**src/hw/rtl/drsh_pkg.sv**
```systemverilog
// ============================================================================
// drsh_pkg
// Shared types, constants and modular arithmetic helpers for the double
// rolling substring hash block.
// ============================================================================
package drsh_pkg;

    // store geometry
    localparam int unsigned MAX_LEN   = 4096;
    localparam int unsigned ADDR_W    = 12;
    localparam int unsigned LEN_W     = 13;
    localparam int unsigned HASH_W    = 30;
    localparam int unsigned CHAR_W    = 8;
    localparam int unsigned NUM_LANES = 2;

    // hash constants
    localparam logic [HASH_W-1:0] BASE_FIRST  = 30'd31;
    localparam logic [HASH_W-1:0] MOD_FIRST   = 30'd1000000009;
    localparam logic [HASH_W-1:0] BASE_SECOND = 30'd103;
    localparam logic [HASH_W-1:0] MOD_SECOND  = 30'd1000000021;

    // multiplier bit counts: the base fits in seven bits, a power needs all
    localparam int unsigned CNT_W        = 5;
    localparam int unsigned APPEND_STEPS = 7;
    localparam int unsigned QUERY_STEPS  = 30;

    // request actions
    typedef enum logic [1:0] {
        ACT_CLEAR  = 2'd0,
        ACT_APPEND = 2'd1,
        ACT_QUERY  = 2'd2
    } action_t;

    // controller to datapath commands
    typedef struct packed {
        logic capture;
        logic clr;
        logic ld_append;
        logic rd_first;
        logic rd_second;
        logic ld_query;
        logic step;
        logic fin;
        logic wr_append;
        logic out_load;
        logic out_err;
        logic out_use_hash;
    } drsh_cmd_t;

    // datapath to controller status
    typedef struct packed {
        logic full;
        logic empty_range;
        logic past_end;
    } drsh_status_t;

    function automatic logic [HASH_W-1:0] lane_mod(input int unsigned lane);
        return (lane == 0) ? MOD_FIRST : MOD_SECOND;
    endfunction

    function automatic logic [HASH_W-1:0] lane_base(input int unsigned lane);
        return (lane == 0) ? BASE_FIRST : BASE_SECOND;
    endfunction

    // one msb-first step of interleaved modular multiplication:
    // (2*acc + bit_in*a) mod m, the sum stays below 3*m
    function automatic logic [HASH_W-1:0] mm_step(
        input logic [HASH_W-1:0] acc,
        input logic [HASH_W-1:0] a,
        input logic              bit_in,
        input logic [HASH_W-1:0] m
    );
        logic [HASH_W+1:0] t;
        logic [HASH_W+1:0] one_m;
        logic [HASH_W+1:0] two_m;
        logic [HASH_W+1:0] t1;
        logic [HASH_W+1:0] t2;
        t     = {1'b0, acc, 1'b0} + (bit_in ? {2'b00, a} : '0);
        one_m = {2'b00, m};
        two_m = {1'b0, m, 1'b0};
        t1    = t - one_m;
        t2    = t - two_m;
        if (t >= two_m) begin
            return t2[HASH_W-1:0];
        end
        else if (t >= one_m) begin
            return t1[HASH_W-1:0];
        end
        else begin
            return t[HASH_W-1:0];
        end
    endfunction

    // closing step: (acc + c) mod m, or (c - acc) mod m when sub is set
    function automatic logic [HASH_W-1:0] mm_final(
        input logic [HASH_W-1:0] acc,
        input logic [HASH_W-1:0] c,
        input logic              sub,
        input logic [HASH_W-1:0] m
    );
        logic [HASH_W:0] s;
        logic [HASH_W:0] s_red;
        logic [HASH_W:0] d;
        logic [HASH_W:0] d_fix;
        s     = {1'b0, acc} + {1'b0, c};
        s_red = s - {1'b0, m};
        d     = {1'b0, c} - {1'b0, acc};
        d_fix = d + {1'b0, m};
        if (sub) begin
            return d[HASH_W] ? d_fix[HASH_W-1:0] : d[HASH_W-1:0];
        end
        else begin
            return (s >= {1'b0, m}) ? s_red[HASH_W-1:0] : s[HASH_W-1:0];
        end
    endfunction

endpackage

```
**src/hw/rtl/drsh_ctrl.sv**
```systemverilog
// ============================================================================
// drsh_ctrl
// Sequencer for clear, append and query requests and the result handshake.
// ============================================================================
module drsh_ctrl
    import drsh_pkg::*;
(
    input  logic         clk,
    input  logic         rst_n,
    input  logic         req_valid,
    output logic         req_ready,
    input  action_t      req_action,
    output logic         res_valid,
    input  logic         res_ready,
    output drsh_cmd_t    cmd,
    input  drsh_status_t status
);

    typedef enum logic [2:0] {
        S_IDLE,
        S_DISPATCH,
        S_READ_LOW,
        S_LOAD_QUERY,
        S_STEP,
        S_FINAL,
        S_WRITE,
        S_FINISH
    } state_t;

    state_t           state_reg, state_next;
    action_t          action_reg, action_next;
    logic [CNT_W-1:0] cnt_reg, cnt_next;
    logic             err_reg, err_next;
    logic             use_hash_reg, use_hash_next;
    logic             out_valid_reg, out_valid_next;

    assign req_ready = (state_reg == S_IDLE);
    assign res_valid = out_valid_reg;

    // next state and commands
    always_comb
    begin
        state_next    = state_reg;
        action_next   = action_reg;
        cnt_next      = cnt_reg;
        err_next      = err_reg;
        use_hash_next = use_hash_reg;
        out_valid_next = out_valid_reg & ~res_ready;
        cmd           = '0;
        cmd.out_err      = err_reg;
        cmd.out_use_hash = use_hash_reg;

        unique case (state_reg)
            S_IDLE:
            begin
                if (req_valid)
                begin
                    cmd.capture   = 1'b1;
                    action_next   = req_action;
                    err_next      = 1'b0;
                    use_hash_next = 1'b0;
                    state_next    = S_DISPATCH;
                end
            end

            S_DISPATCH:
            begin
                unique case (action_reg)
                    ACT_CLEAR:
                    begin
                        cmd.clr    = 1'b1;
                        state_next = S_FINISH;
                    end
                    ACT_APPEND:
                    begin
                        if (status.full)
                        begin
                            err_next   = 1'b1;
                            state_next = S_FINISH;
                        end
                        else
                        begin
                            cmd.ld_append = 1'b1;
                            cnt_next      = CNT_W'(APPEND_STEPS);
                            state_next    = S_STEP;
                        end
                    end
                    ACT_QUERY:
                    begin
                        priority if (status.empty_range)
                        begin
                            state_next = S_FINISH;
                        end
                        else if (status.past_end)
                        begin
                            err_next   = 1'b1;
                            state_next = S_FINISH;
                        end
                        else
                        begin
                            cmd.rd_first = 1'b1;
                            state_next   = S_READ_LOW;
                        end
                    end
                    default:
                    begin
                        state_next = S_FINISH;
                    end
                endcase
            end

            // upper prefix and power data come back, lower prefix read goes out
            S_READ_LOW:
            begin
                cmd.rd_second = 1'b1;
                state_next    = S_LOAD_QUERY;
            end

            S_LOAD_QUERY:
            begin
                cmd.ld_query = 1'b1;
                cnt_next     = CNT_W'(QUERY_STEPS);
                state_next   = S_STEP;
            end

            S_STEP:
            begin
                cmd.step = 1'b1;
                cnt_next = cnt_reg - CNT_W'(1);
                if (cnt_reg == CNT_W'(1))
                begin
                    state_next = S_FINAL;
                end
            end

            S_FINAL:
            begin
                cmd.fin = 1'b1;
                if (action_reg == ACT_APPEND)
                begin
                    state_next = S_WRITE;
                end
                else
                begin
                    use_hash_next = 1'b1;
                    state_next    = S_FINISH;
                end
            end

            S_WRITE:
            begin
                cmd.wr_append = 1'b1;
                state_next    = S_FINISH;
            end

            // wait for a free result slot
            S_FINISH:
            begin
                if (!out_valid_reg || res_ready)
                begin
                    cmd.out_load   = 1'b1;
                    out_valid_next = 1'b1;
                    state_next     = S_IDLE;
                end
            end

            default:
            begin
                state_next = S_IDLE;
            end
        endcase
    end

    // state and registered outputs
    always_ff @(posedge clk or negedge rst_n)
    begin
        if (!rst_n)
        begin
            state_reg     <= S_IDLE;
            action_reg    <= ACT_CLEAR;
            cnt_reg       <= '0;
            err_reg       <= 1'b0;
            use_hash_reg  <= 1'b0;
            out_valid_reg <= 1'b0;
        end
        else
        begin
            state_reg     <= state_next;
            action_reg    <= action_next;
            cnt_reg       <= cnt_next;
            err_reg       <= err_next;
            use_hash_reg  <= use_hash_next;
            out_valid_reg <= out_valid_next;
        end
    end

endmodule

```
**config.mk**
```make
export PLATFORM = sky130hd
export DESIGN_NAME = drsh_ctrl
export DESIGN_NICKNAME = d
export VERILOG_FILES = /design/src/hw/rtl/drsh_pkg.sv /design/src/hw/rtl/drsh_ctrl.sv
export SDC_FILE = /design/constraint.sdc
export NUM_CORES = 1
export LEC_CHECK = 0
export BUFFER_PORTS_ARGS = -buffer_cell sky130_fd_sc_hd__buf_2
export CAP_MARGIN = 20
export CORE_ASPECT_RATIO = 1.4
export CORE_MARGIN = 1.5
export CORE_UTILIZATION = 42
export CTS_CLUSTER_DIAMETER = 80
export DETAILED_ROUTE_END_ITERATION = 10
export RECOVER_POWER = 25
export SLEW_MARGIN = 10
export SYNTH_ARGS = -nofsm -noshare
export SYNTH_HDL_FRONTEND = slang
export SYNTH_SLANG_ARGS = --single-unit
```
**constraint.sdc**
```tcl
create_clock -name clk -period 2.4 [get_ports clk]
set_input_delay 0.36 -clock clk [delete_from_list [all_inputs] [get_ports clk]]
set_output_delay 0.36 -clock clk [all_outputs]
set_load 0.01 [all_outputs]
```
# Yosys cells after proc, flatten, opt, wreduce, memory -nomap -nowiden
# Cells that the tools add are included.
op_classes:
  n_eq_ne: 20
  reduce_logical: 12
  n_addsub: 1
  bitwise: 2
  muxes: 38
op_table:
  columns: ["operator", "n"]
  rows:
  - ["3-bit one-hot mux with 8 select lines", 1]
  - ["1-bit two-way mux", 23]
  - ["3-bit two-way mux", 6]
  - ["5-bit one-hot mux with 3 select lines", 1]
  - ["3-bit equality test, second input constant", 4]
  - ["2-bit != test, second input constant", 6]
  - ["5-bit two-way mux", 2]
  - ["3-bit != test, second input constant", 3]
  - ["3-bit AND reduction", 3]
  - ["3-bit by 2-bit equality test with 1-bit output, second input constant", 2]
  - ["1-bit one-hot mux with 2 select lines", 3]
  - ["3-bit one-hot mux with 2 select lines", 1]
  - ["6-bit AND reduction", 1]
  - ["5-bit by 1-bit equality test with 1-bit output, second input constant", 1]
  - ["5-bit by 1-bit subtractor with 5-bit output, second input constant", 1]
  - ["2-bit nonzero test", 2]
  - ["3-bit by 1-bit equality test with 1-bit output, second input constant", 1]
  - ["3-bit logical NOT", 1]
  - ["3-bit by 2-bit != test with 1-bit output, second input constant", 1]
  - ["3-bit nonzero test", 1]
  - ["2-bit by 1-bit equality test with 1-bit output, second input constant", 1]
  - ["2-bit equality test, second input constant", 1]
  - ["2-bit logical NOT", 1]
  - ["2-bit two-way mux", 1]
  - ["5 further kinds", 5]
word_totals:
  reg_bits: 13
  in_bits: 9
  wordCells: 79
  output_inout_bits: 14

# Depth between registers and ports, before layout
depth:
  ltp_word: 4
  ltp_mapped: 5

# Least setup slack after synthesis
# No wires, ideal clock.
synth_path:
  path_kind: "register -> output"
  startpoint: "register state_reg[0]"
  endpoint: "output cmd[5] (netlist name)"
  path_slack_ns: 1.010
  path_stages_with_launch: 4
  arrival_time_ns: 1.030
  n_path_buf: 1
  required_time_ns: 2.040
  cell_sequence: "dfrtp_1 buf_6 or3b_4 inv_1"
synth_lines:
  columns: ["item", "line_no", "text"]
  rows:
  - ["start: declaration", "drsh_ctrl.sv:30", "state_t state_reg, state_next;"]
  - ["start signal: assignment", "drsh_ctrl.sv:188", "state_reg <= state_next;"]
  - ["end: declaration", "drsh_ctrl.sv:15", "output drsh_cmd_t cmd,"]

==> run_results.csv <==
group,metric,value,unit
status,outcome,"finished, final reports clean",
clock_tree,cts_tree,"built",
sta,rsz0062_at_grt,"false",
critical_path,crit_start,"state_reg[0]",
die,die_h,59.8,microns
global_routing,antenna_found_initial,0,
synth,synth_top_family_by_area,"simple AND/OR/NAND/NOR gates",
placement,dpl.cell_count,143,
routing,wire_per_inst,14.3,microns
global_routing,grt_max_degree,21,
sta,worst-slew-pin-transition,0.730,ns
sta,worst_clock_skew,0.00512,ns
clock_tree,clock_latency,0.28,ns
critical_path,end_kind,"output pin",
routing,viasPerCell,5.70,
global_routing,grt_overflow,0,
critical_path,r2r_start,"state_reg[2]",
clock_tree,post-cts-setup-buffers,0,
synth,synth_cell_types,40,
die,dieArea,2610,sq um
synth,synthXorXnorAreaFrac,0,%
synth,synth_edf_count,0,
synth,synth_ff_type,"dfrtp_1",
power,vdd_drop_max,0.622,mV
placement,dp.final_hpwl,1590,microns
clock_tree,cts_sinks,13,
placement,place.gp.congestion,0.794,
critical_path,crit_end,"cmd[8]",
routing,drc,0,
die,fp-row-count,20,
synth,synth_top_area_share,33.6,%
global_routing,track_usage,18.6,%
die,core_area,2180,sq um
layout,fin_cells,148,
synth,syn_nets,123,
placement,portBuffers,22,
die,io_pins,23,
synth,netlist_area,968,sq um
synth,syn_inst,108,
clock_tree,htree_levels,1,
critical_path,worst-path-max-fanout,20,
sta,fmax,0.488,GHz
synth,async_flop_share,100,%
power,powerDensity,1170,nW/um^2
synth,synth-compound-area-share,19.6,%
sta,finalSetupTns,0,ns
critical_path,rrSetupSlack,0.84,ns
sta,max-slew-margin-rel,51.3,%
synth,ys_warn_count,0,
sta,fin_crit_sh,85.4,%
global_routing,grt_first_pass_wirelength,3610,microns
job,cap_violations,0,
critical_path,ff2ff_path_depth,3,
clock_tree,clk_path_buf_depth,2,
routing,antenna_left,0,
layout,fin_nets,142,
synth,synth_area_leaders,"dfrtp_1 34%, ha_1 7.8%, o21ai_0 4.1%",
synth,syn_area_per_cell,8.97,sq um
critical_path,cp-start-kind,"flip-flop",
die,dieWidth,43.6,microns
synth,synth_top_area_cell,"dfrtp_1",
sta,finalMaxSlewViolations,0,
layout,largest_reg_flops,5,
synth,synth-simple-area-share,27.8,%
clock_tree,clockRootBuffer,"clkbuf_4",
clock_tree,numCtsBuffers,3,
power,p_leak,0.527,nW
routing,dr_total_vias,843,
critical_path,critPathRequiredTime,2.04,ns
sta,setup_viol_count_final,0,
global_routing,grt_pass1_vias,772,
critical_path,critPathKind,"flip-flop to output pin",
synth,yosysSeqAreaShare,33.6,%
layout,drive_above_1_share,23.0,%
sta,hold_viol,0,
die,start_util,44.5,%
min_path,hold_path_class,"input port to flip-flop",
routing,wl,2120,microns
synth,ys_ff_latch,13,
synth,synthMuxAreaShare,0,%
critical_path,arrival,1.69,ns
sta,min_period,2.05,ns
clock_tree,clkTransAtPathRegs,0.08,ns
routing,dr.pass1.iters,4,
layout,syn2layout_area_growth,10.9,%
critical_path,r2r-end,"cnt_reg[4]",
layout,n_antenna_cell,0,
synth,synth_adder_area_share,7.75,%
routing,drt_iter0_markers,12,
layout,nFillCells,208,
-- worst max-delay path, stage by stage (launching register included) --
cell and delay, ns:
dfrtp_1 0.73, nand2b_1 0.22, nor2_1 0.18, and3_1 0.16, buf_2 0.12
-- metrics by stage --
step	instance area, sq um	hold WS (ns)	utilization, %	total power, mW	worst slack [ns]
6_report	1070	0.282	49.3	1.26	0.351
5_1_grt	1070	0.285	49.3	1.39	0.154
4_1_cts	1070	0.276	49.4	1.27	0.336
3_5_place_dp	1040	0.270	47.7	1.12	0.648
3_3_place_gp	1040	0.269	47.7	1.12	0.686
2_1_floorplan	968	0.0644	-	1.00	1.01
-- area by class of cell --
cell class              count  area [sq um]  area share, %
flip-flops and latches     13           325           30.3
inverters                  11          41.3           3.85
clock buffers               4          26.3           2.45
well taps                  22          27.5           2.56
repair buffers             23           119           11.1
multi-input cells          75           534           49.8
-- where the power goes --
group	leakage (nW)	internal, mW	total (mW)	switching [mW]
clock	0.0150	0.0644	0.141	0.0761
sequential	0.144	0.312	0.497	0.185
combinational	0.369	0.280	0.621	0.341
total	0.527	0.657	1.26	0.602
-- cells by family (layout without fill, tap and decap cells) --
kind of cell	after synthesis	after routing
simple gates	41	41
compound gates	28	28
buf+inv	20	38
flops	13	13
fa+ha+maj	6	6
-- Yosys cell counts, types with 3 or more instances --
cell      count
o21ai_0       8
nor2_1        6
dfrtp_1      13
inv_1        10
and3_1        4
buf_4         4
nand2b_1      4
nand2_1       5
a21oi_1       4
ha_1          6
nor3_1        4
buf_2         3
-- repair_timing --
action / 4_1_cts / 5_1_grt
setup endpoints to repair: 0 / 0
hold buffers: 1 / 0
endpoints found under the hold margin: 13 / 0
gates resized for setup: 0 / 0
-- layer usage --
metal | track usage (%) | wire, microns
met1 | 23.4 | 948
met2 | 31.1 | 1080
met3 | 3.02 | 65
met4 | 7.79 | 28
met5 | 0 | 0
-- worst min-delay path by stage --
| stage | start | cells after the start | endpoint | slack (ns) |
|---|---|---|---|---|
| floorplan | rst_n | 0 | action_reg[0] | 0.06 |
| global placement | rst_n | 1 | state_reg[0] | 0.27 |
| detailed placement | rst_n | 1 | state_reg[0] | 0.27 |
| CTS | req_action[0] | 3 | action_reg[0] | 0.28 |
| global route | req_action[0] | 3 | action_reg[0] | 0.28 |
| finish | req_action[0] | 3 | action_reg[0] | 0.28 |
-- placed cells by master, fill, tap and decap left out, types with 2 or more instances in the layout --
master	netlist	final
a211o_1	2	2
a21oi_1	4	4
a31oi_1	2	2
a32oi_1	2	2
and3_1	4	4
and3b_1	2	2
buf_2	3	21
clkbuf_1	0	2
clkbuf_4	0	3
dfrtp_1	13	13
ha_1	6	6
inv_1	10	10
nand2_1	5	5
nand2b_1	4	4
nand3_1	2	2
nand3b_1	2	2
nor2_1	6	6
nor2b_1	2	2
nor3_1	4	4
o21ai_0	8	8
o31ai_1	2	2
(Power assumes the default switching activity.)
